--- src/dte_pkg.sv ---
// Shared types and constants for the decision-tree evaluation core.
// Holds the input and result item structs, node record, command and code constants.
// No dependencies.
package dte_pkg;

    localparam int VALUE_W    = 32;
    localparam int IDX_W      = 8;
    localparam int AXIS_W     = 4;
    localparam int STEP_OUT_W = 9;
    localparam int FC_W       = 5;
    localparam int ERR_W      = 2;
    localparam int KIND_W     = 2;

    localparam logic [FC_W-1:0] FC_RESET = 5'd16;

    localparam logic [KIND_W-1:0] KIND_NODE = 2'd0;
    localparam logic [KIND_W-1:0] KIND_FEAT = 2'd1;
    localparam logic [KIND_W-1:0] KIND_EVAL = 2'd2;

    localparam logic [ERR_W-1:0] ERR_NONE  = 2'd0;
    localparam logic [ERR_W-1:0] ERR_STEPS = 2'd1;
    localparam logic [ERR_W-1:0] ERR_AXIS  = 2'd2;

    typedef struct packed {
        logic [KIND_W-1:0]         kind;
        logic [IDX_W-1:0]          node_index;
        logic                      node_is_leaf;
        logic [AXIS_W-1:0]         split_axis;
        logic signed [VALUE_W-1:0] split_threshold;
        logic [IDX_W-1:0]          left_child;
        logic [IDX_W-1:0]          right_child;
        logic signed [VALUE_W-1:0] leaf_output;
        logic [AXIS_W-1:0]         feature_slot;
        logic signed [VALUE_W-1:0] feature_value;
    } t_in_item;

    typedef struct packed {
        logic signed [VALUE_W-1:0] prediction;
        logic [IDX_W-1:0]          leaf_reached;
        logic [STEP_OUT_W-1:0]     steps_taken;
        logic [ERR_W-1:0]          walk_error;
    } t_out_item;

    // One node table entry: 53 bits.
    typedef struct packed {
        logic                      is_leaf;
        logic [AXIS_W-1:0]         axis;
        logic signed [VALUE_W-1:0] threshold;
        logic [IDX_W-1:0]          left;
        logic [IDX_W-1:0]          right;
    } t_node;

    typedef enum logic [1:0] {
        OP_NODE,
        OP_FEAT,
        OP_EVAL
    } t_op;

    typedef struct packed {
        t_op      op;
        t_in_item item;
    } t_cmd;

endpackage

--- src/dte_front.sv ---
// Front stage of the decision-tree evaluation core: accepts input items,
// decodes the kind, drops items that change nothing and registers a command.
// Depends on dte_pkg.
module dte_front #(
    parameter int NODES = 256,
    parameter int DIMS  = 16
) (
    input  logic            i_clk,
    input  logic            i_rst_n,
    input  logic            i_in_valid,
    input  dte_pkg::t_in_item i_in_item,
    output logic            o_in_stall,
    input  logic            i_q_full,
    output logic            o_q_push,
    output dte_pkg::t_cmd   o_q_cmd
);
    import dte_pkg::*;

    localparam int MEM_DEPTH  = (NODES < 256) ? NODES : 256;
    localparam int FEAT_DEPTH = (DIMS < 16) ? DIMS : 16;

    logic  r_valid;
    t_cmd  r_cmd;
    logic  accept;
    logic  keep;
    t_op   op;

    assign o_in_stall = r_valid && i_q_full;
    assign accept     = i_in_valid && !o_in_stall;
    assign o_q_push   = r_valid && !i_q_full;
    assign o_q_cmd    = r_cmd;

    // Classify: drop unused kinds and writes to slots beyond the stores.
    always_comb begin
        keep = 1'b0;
        op   = OP_EVAL;
        unique case (i_in_item.kind)
            KIND_NODE: begin
                op   = OP_NODE;
                keep = ({1'b0, i_in_item.node_index} < 9'(MEM_DEPTH));
            end
            KIND_FEAT: begin
                op   = OP_FEAT;
                keep = ({1'b0, i_in_item.feature_slot} < 5'(FEAT_DEPTH));
            end
            KIND_EVAL: begin
                op   = OP_EVAL;
                keep = 1'b1;
            end
            default: begin
                keep = 1'b0;
            end
        endcase
    end

    always_ff @(posedge i_clk) begin
        if (!i_rst_n) begin
            r_valid <= 1'b0;
        end else if (accept) begin
            r_valid <= keep;
        end else if (o_q_push) begin
            r_valid <= 1'b0;
        end
    end

    always_ff @(posedge i_clk) begin
        if (accept) begin
            r_cmd.op   <= op;
            r_cmd.item <= i_in_item;
        end
    end

endmodule

--- config.mk ---
export PLATFORM = sky130hd
export DESIGN_NAME = dte_front
export DESIGN_NICKNAME = d
export VERILOG_FILES = /design/src/dte_pkg.sv /design/src/dte_front.sv
export SDC_FILE = /design/constraint.sdc
export NUM_CORES = 1
export LEC_CHECK = 0
export ABC_AREA = 1
export CAP_MARGIN = 20
export CORE_MARGIN = 2
export CORE_UTILIZATION = 30
export CTS_BUF_LIST = sky130_fd_sc_hd__clkbuf_2
export CTS_CLUSTER_SIZE = 30
export DETAILED_ROUTE_END_ITERATION = 8
export DONT_BUFFER_PORTS = 1
export PLACE_DENSITY = 0.45
export SLEW_MARGIN = 15
export SYNTH_ARGS = -nofsm -noshare
export SYNTH_HDL_FRONTEND = slang
export SYNTH_SLANG_ARGS = --single-unit
--- constraint.sdc ---
create_clock -name i_clk -period 9.2 [get_ports i_clk]
set_input_delay 2.3 -clock i_clk [delete_from_list [all_inputs] [get_ports i_clk]]
set_output_delay 2.3 -clock i_clk [all_outputs]
set_load 0.01 [all_outputs]
==> results.cfg <==
[critical_path]
path_cells = nor2_1
cp-end-kind = primary output
crit_start = i_q_full
path_depth = 1
critPathTopFamily = simple AND/OR/NAND/NOR gates
rrSetupSlack_ns = 6.83
cpPeakStageDelay_ns = 0.26
worstReg2RegEnd = o_q_cmd[113]
path_buf_inv = 0
cp_max_fo = 2
startpoint_type = primary input
required_ns = 6.90
crit_end = o_q_push
cp_slowest_cell = nor2_1
crit_type = in2out
reg2regPathDepth = 5
r2r_start = r_valid
crit_arrival_ns = 2.56

[layout]
regArea_sq_um = 4010
nets = 302
syn_to_final_growth_pct = 12.2
post-route-util = 0.345
layout-drive-gt1-share = 0.194
fillers = 1232
multi_input_area_sq_um = 41.3
final_cells = 357

[pwr]
pwr-share-seq = 0.660
peakVddDrop_v = 0.0000900
netSwitchingPower_mw = 0.242
p_total_mw = 1.14
clkPwrFrac = 0.326
p_int_mw = 0.896
power_leakage_nw = 1.51
combinationalPowerShare = 0.015
swShare = 0.213
powerDensity_nw_per_um2 = 249

[routing]
dr.first_iter.drc_count = 81
num_vias = 1534
wl_um = 8380
first_pass_iters = 3
ant_nets = 0
drc = 0
viasPerCell = 4.30
wl_per_cell_um = 23.5

[timing]
post-route-period-util = 0.528
tightestPinTransition_ns = 0.879
fmax_ghz = 0.206
fin_crit_ns = 4.86
setup_tns_ns = 0
final_hold_viol_count = 0
drv_slew = 0
final-setup-viol-count = 0
slew_headroom = 0.414
rsz0062_at_grt = no
fin_hold_ws_ns = 0.505
fin_worst_skew_ns = 0.0126

[global_route]
grt_use_total = 0.118
grt-busiest-layer = met2
met1_usage = 0.103
grt_use_met3 = 0.0976
grt_pass1_vias = 1685
grt_pass1_wl_um = 11400
antenna_found_initial = 3
grt_max_degree = 74
grtUsageMet2 = 0.182
globalRouteOverflowTotal = 0

[yosys]
async_flop_share = 0
yosys.cell_count.top_type = edfxtp_1
synthTopCellsByCount = edfxtp_1, inv_1, nand2_1, nor2_1
yosys_register_bits = 134
ys_types = 10
ys_top_cells_by_area = edfxtp_1, dfxtp_1, inv_1
synth_top_area_frac = 0.981
synth_cells = 147
synth.cell_area_sq_um = 4070
yosysSeqAreaShare = 0.986
synth-edff-count = 133
yosys_warnings = 0
syn_nets = 282
yosys.area.top_type = edfxtp_1
syn_area_per_cell_sq_um = 27.7
synth_flop_cell = edfxtp_1

[clock_network]
clockRootBuffer = clkbuf_2
postCtsSetupBuffers = 0
cts_tree = done
clk_latency_ns = 0.64
clock-sinks = 134
cts_buffer_depth = 2
htreeDepth = 4
clk_pin_slew_worst_paths_ns = 0.17
cts-resized-gates = 0
cts-buffers-inserted = 17
postCtsHoldBufs = 0

[placed_design]
routabilityCongestion = 0.703
portBuffers = 0
place_hpwl_um = 6230
dp_cells = 324

[hold_path]
min_path_type = reg2reg
hp-start = r_valid

[floorplanning]
die_y_um = 121
die_w_um = 121
die_area_sq_um = 14500
start_util = 0.308
core_sq_um = 13200
io-pin-count = 270
std_cell_rows = 42

[flow_run]
cap_violations = 0

[status]
status = complete, no violations
## how the worst min path moves through the flow
stage          cells after the start  endpoint  slack (ns)
2_1_floorplan                      2   r_valid        0.46
3_3_place_gp                       2   r_valid        0.48
3_5_place_dp                       2   r_valid        0.48
4_1_cts                            2   r_valid        0.51
5_1_grt                            2   r_valid        0.53
6_report                           2   r_valid        0.50
## registers in the layout, indices dropped and copies added (netlist names)
name and flops:
o_q_cmd 133, r_valid 1
## layout by cell type, fill, tap and decap left out
cell type,instances
edfxtp_1,133
clkbuf_2,20
inv_1,4
bufinv_16,4
clkinv_2,4
clkinv_1,3
nor2_1,2
nand2_1,2
buf_4,2
diode_2,1
nand2_2,1
inv_2,1
nor2_4,1
a21oi_2,1
clkinvlp_4,1
dfxtp_1,1
## metal layers
layer,vias to the layer above,part of all wire
li1,622,-
met1,704,0.32
met2,186,0.49
met3,18,0.16
met4,4,0.025
met5,-,0.0036
## power by group through the flow
| stage | registers, mW | clock network (mW) | logic [mW] |
|---|---|---|---|
| final | 0.751 | 0.371 | 0.0168 |
| after global routing | 0.755 | 0.422 | 0.0191 |
| after CTS | 0.753 | 0.390 | 0.0176 |
| after detailed placement | 0.765 | 0 | 0.0174 |
| after global placement | 0.766 | 0 | 0.0160 |
| after floorplan | 0.760 | 0 | 0.0123 |
## cell families (layout without fill, tap and decap cells)
| logic type | after synthesis | count (layout) | share of synthesized area |
|---|---|---|---|
| flip-flops | 134 | 134 | 0.986 |
| AO/OA/AOI/OAI | 1 | 1 | 0.00215 |
| buffers and inverters | 6 | 39 | 0.00553 |
| other | 0 | 1 | 0 |
| AND/OR/NAND/NOR | 6 | 6 | 0.00676 |
## through the flow
step	setup slack, ns	instance area, sq um
2_1_floorplan	2.88	4070
3_3_place_gp	4.30	4310
3_5_place_dp	4.30	4310
4_1_cts	4.30	4570
5_1_grt	4.31	4570
6_report	4.34	4570
## cell type report
cell class / count / share of cell area
multi-input combinational: 7 / 0.00903
antenna: 1 / 0.000547
tap: 176 / 0.0482
clock inverter: 12 / 0.0348
sequential: 134 / 0.878
timing repair buffer: 2 / 0.00328
inverter: 5 / 0.00411
clock buffer: 20 / 0.0219
(Power assumes the default switching activity.)
