--- config.mk ---
export PLATFORM = sky130hd
export DESIGN_NAME = dte_cmd_fifo
export DESIGN_NICKNAME = d
export VERILOG_FILES = /design/src/dte_pkg.sv /design/src/dte_cmd_fifo.sv
export SDC_FILE = /design/constraint.sdc
export NUM_CORES = 1
export LEC_CHECK = 0
export ABC_AREA = 0
export BUFFER_PORTS_ARGS = -buffer_cell sky130_fd_sc_hd__buf_2
export CAP_MARGIN = 5
export CORE_ASPECT_RATIO = 0.9
export CORE_MARGIN = 2
export CORE_UTILIZATION = 56
export CTS_CLUSTER_DIAMETER = 120
export DETAILED_ROUTE_END_ITERATION = 10
export GPL_TIMING_DRIVEN = 0
export PLACE_DENSITY = 0.84
export RECOVER_POWER = 100
export SLEW_MARGIN = 10
export SYNTH_ARGS = -nofsm -noshare
export SYNTH_HDL_FRONTEND = slang
export SYNTH_SLANG_ARGS = --single-unit
--- constraint.sdc ---
create_clock -name i_clk -period 11.9 [get_ports i_clk]
set_clock_uncertainty 0.05 [all_clocks]
set_input_delay 1.19 -clock i_clk [delete_from_list [all_inputs] [get_ports i_clk]]
set_output_delay 1.19 -clock i_clk [all_outputs]
set_load 0.05 [all_outputs]
--- src/dte_pkg.sv ---
// Shared types and constants for the decision-tree evaluation core.
// Holds the input and result item structs, node record, command and code constants.
// No dependencies.
package dte_pkg;

    localparam int VALUE_W    = 32;
    localparam int IDX_W      = 8;
    localparam int AXIS_W     = 4;
    localparam int STEP_OUT_W = 9;
    localparam int FC_W       = 5;
    localparam int ERR_W      = 2;
    localparam int KIND_W     = 2;

    localparam logic [FC_W-1:0] FC_RESET = 5'd16;

    localparam logic [KIND_W-1:0] KIND_NODE = 2'd0;
    localparam logic [KIND_W-1:0] KIND_FEAT = 2'd1;
    localparam logic [KIND_W-1:0] KIND_EVAL = 2'd2;

    localparam logic [ERR_W-1:0] ERR_NONE  = 2'd0;
    localparam logic [ERR_W-1:0] ERR_STEPS = 2'd1;
    localparam logic [ERR_W-1:0] ERR_AXIS  = 2'd2;

    typedef struct packed {
        logic [KIND_W-1:0]         kind;
        logic [IDX_W-1:0]          node_index;
        logic                      node_is_leaf;
        logic [AXIS_W-1:0]         split_axis;
        logic signed [VALUE_W-1:0] split_threshold;
        logic [IDX_W-1:0]          left_child;
        logic [IDX_W-1:0]          right_child;
        logic signed [VALUE_W-1:0] leaf_output;
        logic [AXIS_W-1:0]         feature_slot;
        logic signed [VALUE_W-1:0] feature_value;
    } t_in_item;

    typedef struct packed {
        logic signed [VALUE_W-1:0] prediction;
        logic [IDX_W-1:0]          leaf_reached;
        logic [STEP_OUT_W-1:0]     steps_taken;
        logic [ERR_W-1:0]          walk_error;
    } t_out_item;

    // One node table entry: 53 bits.
    typedef struct packed {
        logic                      is_leaf;
        logic [AXIS_W-1:0]         axis;
        logic signed [VALUE_W-1:0] threshold;
        logic [IDX_W-1:0]          left;
        logic [IDX_W-1:0]          right;
    } t_node;

    typedef enum logic [1:0] {
        OP_NODE,
        OP_FEAT,
        OP_EVAL
    } t_op;

    typedef struct packed {
        t_op      op;
        t_in_item item;
    } t_cmd;

endpackage

--- src/dte_cmd_fifo.sv ---
// Two-entry command queue between the front and back stages of the
// decision-tree evaluation core. Depends on dte_pkg.
module dte_cmd_fifo (
    input  logic          i_clk,
    input  logic          i_rst_n,
    input  logic          i_push,
    input  dte_pkg::t_cmd i_cmd,
    input  logic          i_pop,
    output dte_pkg::t_cmd o_cmd,
    output logic          o_full,
    output logic          o_empty
);
    import dte_pkg::*;

    t_cmd       r_mem [2];
    logic       r_wr_ptr;
    logic       r_rd_ptr;
    logic [1:0] r_count;
    logic       do_push;
    logic       do_pop;

    assign o_full  = (r_count == 2'd2);
    assign o_empty = (r_count == 2'd0);
    assign do_push = i_push && !o_full;
    assign do_pop  = i_pop && !o_empty;
    assign o_cmd   = r_mem[r_rd_ptr];

    always_ff @(posedge i_clk) begin
        if (!i_rst_n) begin
            r_wr_ptr <= 1'b0;
            r_rd_ptr <= 1'b0;
            r_count  <= 2'd0;
        end else begin
            if (do_push) begin
                r_wr_ptr <= ~r_wr_ptr;
            end
            if (do_pop) begin
                r_rd_ptr <= ~r_rd_ptr;
            end
            priority if (do_push && !do_pop) begin
                r_count <= r_count + 2'd1;
            end else if (do_pop && !do_push) begin
                r_count <= r_count - 2'd1;
            end
        end
    end

    always_ff @(posedge i_clk) begin
        if (do_push) begin
            r_mem[r_wr_ptr] <= i_cmd;
        end
    end

endmodule

==> results.md, run 1 <==
* Largest stage delay, worst path at 0.78 ns
* Congestion Overflow GR at 0
* Max Fclk at 183.3 MHz
* Adder-Cell Fraction of Synth Area at 0.1237%
* Slew HR at -129.8%
* Multi-input logic area at 1882 sq um
* Crit path top cell by count: clkbuf_1
* Hold Path Origin: r_count[1]
* Clock slew at reported path FFs at 0.06 ns
* XOR/XNOR share of the synthesized area at 0.2598%
* CTS Sinks at 271
* CP Max Fanout at 17
* Static Leak at 4.302 nW
* H-tree depth at 1
* Vias in the first global route at 5439
* Vias per cell at 5.169
* Crit Path Class: in -> reg
* Total CTS buffers at 27
* Synthesized cell area at 10110 sq um
* Comb pwr share at 35.7%
* Via count at 5226
* Cts repair resizes at 0
* Yosys top cell by area: edfxtp_1
* Post-CTS setup buffers at 0
* Final Cycle Share at 45.85%
* Compound-Gate Fraction of Synth Area at 0.3217%
* Fin area at 12340 sq um
* Yosys warnings at 0
* Setup_tns at 0 ns
* Hold crit path type: reg -> reg
* Routed wire length at 19.25 mm
* Final Worst Setup Slack at 6.443 ns
* Tightest Pin Transition at 3.447 ns
* Critical path launch point type: input pin
* Main combinational cell family by area after synthesis: multiplexers
* Pre-CTS setup slack at 8.662 ns
* Sequential element share of the synthesized area at 79.97%
* Clk pwr share at 25.1%
* Clk buf depth at 3
* Drt first pass iters at 4
* Final Slew Violations at 138
* VDD IR max at 0.0001973 V
* DR WL/cell at 19.04 um
* Hold endpoint: r_count[1]
* Site row count at 46
* Net Sw Power at 1.182 mW
* Worst endpoint data arrival time at 5.54 ns
* Post-Synthesis Cells at 439
* Synthesized net count at 577
* Initial antenna violation count at 1
* Final Hold Vio Count at 0
* Mux cell area share after synthesis at 17.41%
* Die X at 145.7 um
* Violated checks: capacitance limit, slew limit
* Int Pwr at 1.976 mW
* Worst Hold Depth at 2
* R2R Setup Slk at 6.64 ns
* Share of power burned in registers at 39.1%
* Die height at 131.5 um
* CP Cell Sequence: clkbuf_1, inv_1, nor3_1, clkbuf_1, clkbuf_1, clkbuf_1, clkbuf_1, clkbuf_1
* Largest net degree at the start of global routing at 63
* Initial Util at 57.24%
* Switching Share at 37.42%
* Starting DRC count in detailed routing at 187
* FF-to-FF End: r_mem[0][89]
* First-pass GRT wire length at 29.33 mm
* Post-synthesis cell type count at 21
* Core box area at 17670 sq um
* WP data required at 11.98 ns
* GP Congestion at 0.7627
* Area Growth Syn to Fin at 22.05%
* Period minus WS final at 5.457 ns
* DIE AREA at 19150 sq um
* Filler Cell Count at 1203
* Avg Cell Area, Syn at 23.04 sq um
* FF-to-FF Start: r_count[0]
* Status: finished, violations left
* IO Count at 272
* Routed Antenna Nets at 0
* Reg area at 8088 sq um
* Synth Area in Simple Gates at 0.5444%
* Dominant cells by area after synthesis: edfxtp_1 (79%), mux2_4 (10%), mux2_2 (7.0%)
* CP startpoint: i_push
* Nets at 888
* DRC Markers at 0
* Power Total at 3.158 mW
* PD cells at 255.9 nW/um^2
* IO Port Bufs at 271
* Synth top area share at 78.98%
* Aggregate global-route resource usage at 19.69%
* Slowest-stage cell, CP: nor3_1
* Final Util at 69.86%
* TritonCTS clock tree: yes
* DPL Wire Length at 13.58 mm
* Yosys reg bits at 271
* Root buffer cell: clkbuf_16
* Worst r2r path cells at 8
* RSZ-0062 raised after global routing: false
* Latest clock arrival within the worst-skew pair at 0.51 ns
* Final setup violating endpoints at 0
* Share of layout cells above drive strength 1 at 32.21%
* # Max-Cap Violations at 3
* Cts hold-fix bufs at 0
* CP Capture Type: flop
* Cell Area, Placed at 11990 sq um
## stage by stage
stage / instances / hold WS, ns
after floorplan: 439 / 0.4333
after global placement: 950 / 0.4454
after detailed placement: 961 / 0.4851
after CTS: 1010 / 0.4923
after global routing: 1010 / 0.5349
final: 1011 / 0.5192
## final cells by class
| cell class | instances | area share (%) |
|---|---|---|
| Clock inverter | 10 | 0.8109 |
| Clock buffer | 39 | 6.001 |
| Inverter | 2 | 0.06082 |
| Buffer | 15 | 0.5170 |
| Timing Repair Buffer | 282 | 9.387 |
| Tap cell | 240 | 2.433 |
| Multi-Input combinational cell | 151 | 15.25 |
| Antenna cell | 1 | 0.02027 |
| Sequential cell | 271 | 65.52 |
## sequential cells by signal, indices dropped and copies added, names as in the netlist, named ones only
name and cells:
r_rd_ptr 1, r_wr_ptr 1, r_count 2, r_mem 266
## logic make-up (layout without fill, tap and decap cells)
group                    Yosys count  in the layout
XOR/XNOR                           3              3
multiplexers                     133            133
AND/OR/NAND/NOR                    9              9
AO/OA/AOI/OAI                      5              5
flip-flops                       271            271
adder cells (fa/ha/maj)            1              1
buffers and inverters             17            348
other                              0              1
## power groups by stage
stage / logic, mW / registers [mW] / clock network (mW)
3_5_place_dp: 1.22 / 1.25 / 0
6_report: 1.13 / 1.24 / 0.794
4_1_cts: 1.23 / 1.23 / 0.812
5_1_grt: 1.18 / 1.25 / 0.846
3_3_place_gp: 1.16 / 1.28 / 0
2_1_floorplan: 0.943 / 1.26 / 0
## synthesized netlist by cell type, drive strengths merged
library cell	instances
and3	1
nor3	1
a21boi	2
mux2	133
and2	3
nand2b	1
o21a	1
edfxtp	266
xnor2	2
xor2	1
buf	15
o21ai	2
dfxtp	5
or3	1
nor2	2
ha	1
inv	2
## how the worst max path moves through the flow
stage	to	depth (start not counted)
after global placement	r_mem[0][120]	3
final	r_mem[0][89]	8
after CTS	o_cmd[103]	5
after global routing	r_mem[0][89]	8
after detailed placement	r_mem[0][86]	8
after floorplan	r_mem[0][0]	2
## critical path, delay by kind of cell
kind,cells,cell delay [ns]
buffers and inverters,7,3.53
and+or+nand+nor,1,0.78
## placed cells by master (no fill, tap or decap)
| cell type | n |
|---|---|
| buf_6 | 1 |
| and2_0 | 1 |
| mux2_1 | 3 |
| or3_1 | 1 |
| clkinv_2 | 5 |
| xor2_1 | 1 |
| clkbuf_16 | 27 |
| ha_1 | 1 |
| clkinvlp_4 | 1 |
| mux2_2 | 60 |
| dfxtp_1 | 5 |
| xnor2_1 | 2 |
| edfxtp_1 | 266 |
| nor2_1 | 2 |
| mux2_4 | 70 |
| inv_1 | 2 |
| clkinv_1 | 2 |
| clkbuf_1 | 225 |
| and2_1 | 2 |
| bufinv_16 | 2 |
| a21boi_0 | 2 |
| o21ai_0 | 2 |
| clkbuf_8 | 2 |
| buf_1 | 1 |
| diode_2 | 1 |
| nand2b_1 | 1 |
| o21a_1 | 1 |
| nor3_1 | 1 |
| and3_1 | 1 |
| buf_2 | 80 |
## routing by layer
metal | global-route usage, % | wire, um | share of wire, % | up-vias
met5 | 0 | 20 | 0.10 | -
met4 | 4.575 | 357 | 1.9 | 2
met3 | 6.910 | 1764 | 9.2 | 30
met2 | 34.31 | 9694 | 50 | 231
met1 | 23.74 | 7409 | 38 | 2585
li1 | - | - | - | 2378
Note: power is estimated with default switching activity, not from simulation.
==> run 2, diff against run 1 <==
--- a/config.mk
+++ b/config.mk
@@ -10,11 +10,11 @@
 export CAP_MARGIN = 5
 export CORE_ASPECT_RATIO = 0.9
 export CORE_MARGIN = 2
-export CORE_UTILIZATION = 56
+export CORE_UTILIZATION = 52
 export CTS_CLUSTER_DIAMETER = 120
 export DETAILED_ROUTE_END_ITERATION = 10
 export GPL_TIMING_DRIVEN = 0
-export PLACE_DENSITY = 0.84
+export PLACE_DENSITY = 0.79
 export RECOVER_POWER = 100
 export SLEW_MARGIN = 10
 export SYNTH_ARGS = -nofsm -noshare
==> constraint.sdc (replaced) <==
create_clock -name i_clk -period 5.3 [get_ports i_clk]
set_clock_uncertainty 0.05 [all_clocks]
set_input_delay 0.53 -clock i_clk [delete_from_list [all_inputs] [get_ports i_clk]]
set_output_delay 0.53 -clock i_clk [all_outputs]
set_load 0.05 [all_outputs]
==> results.md, run 2 (synthesis results as in run 1) <==
* Cts repair resizes at 0
* Routed Antenna Nets at 0
* Worst Path Buf+Inv at 4
* Clk pwr share at 26.5%
* Clk buf depth at 3
* Max FFs per register at 266
* Net Sw Power at 2.667 mW
* CP Cell Sequence: buf_6, clkbuf_1, clkbuf_1, mux2_4, clkbuf_1
* # Max-Cap Violations at 1
* Aggregate global-route resource usage at 17.43%
* Drt first pass iters at 4
* Clock slew at reported path FFs at 0.06 ns
* Largest reg by FF count: r_mem
* Root buffer cell: clkbuf_16
* WHS at 0.1410 ns
* Crit Path Class: reg -> out
* DR WL/cell at 18.43 um
* Violated checks: capacitance limit, slew limit
* DPL Wire Length at 13.25 mm
* Site row count at 48
* Pre-CTS setup slack at 3.214 ns
* Crit path max-delay family: buffers and inverters
* Post-CTS setup buffers at 0
* Commonest non-fill, non-tap cell in the layout: edfxtp_1
* Hold crit path type: in -> reg
* Total CTS buffers at 28
* GP Congestion at 0.7455
* CP Depth at 5
* VDD IR max at 0.0004043 V
* Largest regs: r_mem (266), r_count (2)
* Filler Cell Count at 1375
* CP Max Fanout at 10
* TritonCTS clock tree: yes
* Max Fclk at 278.2 MHz
* Nets at 888
* Int Pwr at 4.541 mW
* Status: finished, violations left
* Power Total at 7.208 mW
* First-pass GRT wire length at 27.41 mm
* WP data required at 4.72 ns
* Slew HR at -7.297%
* Share of power burned in registers at 38.4%
* H-tree depth at 1
* Critical path launch point type: flop
* Die height at 136.3 um
* Initial antenna violation count at 1
* CTS Sinks at 271
* Switching Share at 37.01%
* PD cells at 577.3 nW/um^2
* Comb pwr share at 35.1%
* CP Capture Type: output port
* Static Leak at 4.367 nW
* Multi-input logic area at 1882 sq um
* Die X at 151.0 um
* IO Port Bufs at 271
* Initial Util at 52.95%
* DRC Markers at 0
* Latest clock arrival within the worst-skew pair at 0.52 ns
* IO Count at 272
* Final setup violating endpoints at 0
* Core box area at 19100 sq um
* Vias in the first global route at 5279
* Cts hold-fix bufs at 0
* Slowest-stage cell, CP: clkbuf_1
* Largest net degree at the start of global routing at 55
* Final Cycle Share at 67.81%
* Routed wire length at 18.82 mm
* Tightest Pin Transition at 1.609 ns
* Area Growth Syn to Fin at 23.44%
* Worst endpoint data arrival time at 3.01 ns
* Worst r2r path cells at 5
* Starting DRC count in detailed routing at 285
* Period minus WS final at 3.594 ns
* Reg area at 8088 sq um
* RSZ-0062 raised after global routing: false
* Via count at 5087
* Share of layout cells above drive strength 1 at 33.33%
* Ant. Diodes at 0
* DIE AREA at 20580 sq um
* Crit path top cell by count: clkbuf_1
* Most frequent cells in the layout: edfxtp_1 (266), clkbuf_1 (213), buf_2 (83), mux2_4 (70), mux2_2 (62)
* Worst Hold Depth at 1
* Largest stage delay, worst path at 0.71 ns
* Final Slew Violations at 30
* Final Hold Vio Count at 0
* Vias per cell at 4.982
* Final Worst Setup Slack at 1.706 ns
* Congestion Overflow GR at 0
## run 2: cell count changes in the layout (fill, tap and decap cells not counted), sizes merged
cell / previous run / this run
clkinv: 7 / 13
clkbuf: 254 / 241
bufinv: 2 / 4
buf: 82 / 88
diode: 1 / 0
## run 2: path summary, 6_finish.rpt
| path | slack, ns | end | from |
|---|---|---|---|
| hold reg to reg | 0.50 | r_count[1] | r_count[1] |
| setup reg to reg | 1.96 | r_mem[0][43] | r_count[0] |
| hold / removal | 0.14 | r_mem[1][72] | i_cmd[72] |
| setup / recovery | 1.71 | o_cmd[86] | flop |
## run 2: per-layer routing
layer	GRT usage (%)	wire (um)
met5	0	0
met4	4.933	438
met3	5.973	1853
met2	31.04	9535
met1	20.06	6992
## run 2: power groups by stage
stage | clock, mW | combinational (mW) | sequential [mW]
2_1_floorplan | 0 | 2.12 | 2.82
3_3_place_gp | 0 | 2.60 | 2.84
3_5_place_dp | 0 | 2.72 | 2.81
4_1_cts | 1.96 | 2.73 | 2.76
5_1_grt | 2.02 | 2.66 | 2.79
6_report | 1.91 | 2.53 | 2.77
## run 2: final cells by class
type | count | share of cell area (%)
flip-flops and latches | 271 | 64.78
repair buffers | 281 | 9.751
clock inverters | 18 | 1.553
plain buffers | 15 | 0.5111
multi-input cells | 151 | 15.07
clock buffers | 33 | 5.763
well taps | 250 | 2.506
inverters | 2 | 0.06013
## run 2: per-stage QoR
step	instance area, sq um	util [%]	cells	TNS, ns
detailed placement	11980	62.74	970	0
floorplan	10120	-	439	0
global placement	11790	61.73	960	-90.23
CTS	12890	67.52	1021	0
finish	12480	65.37	1021	0
global route	12480	65.37	1021	0
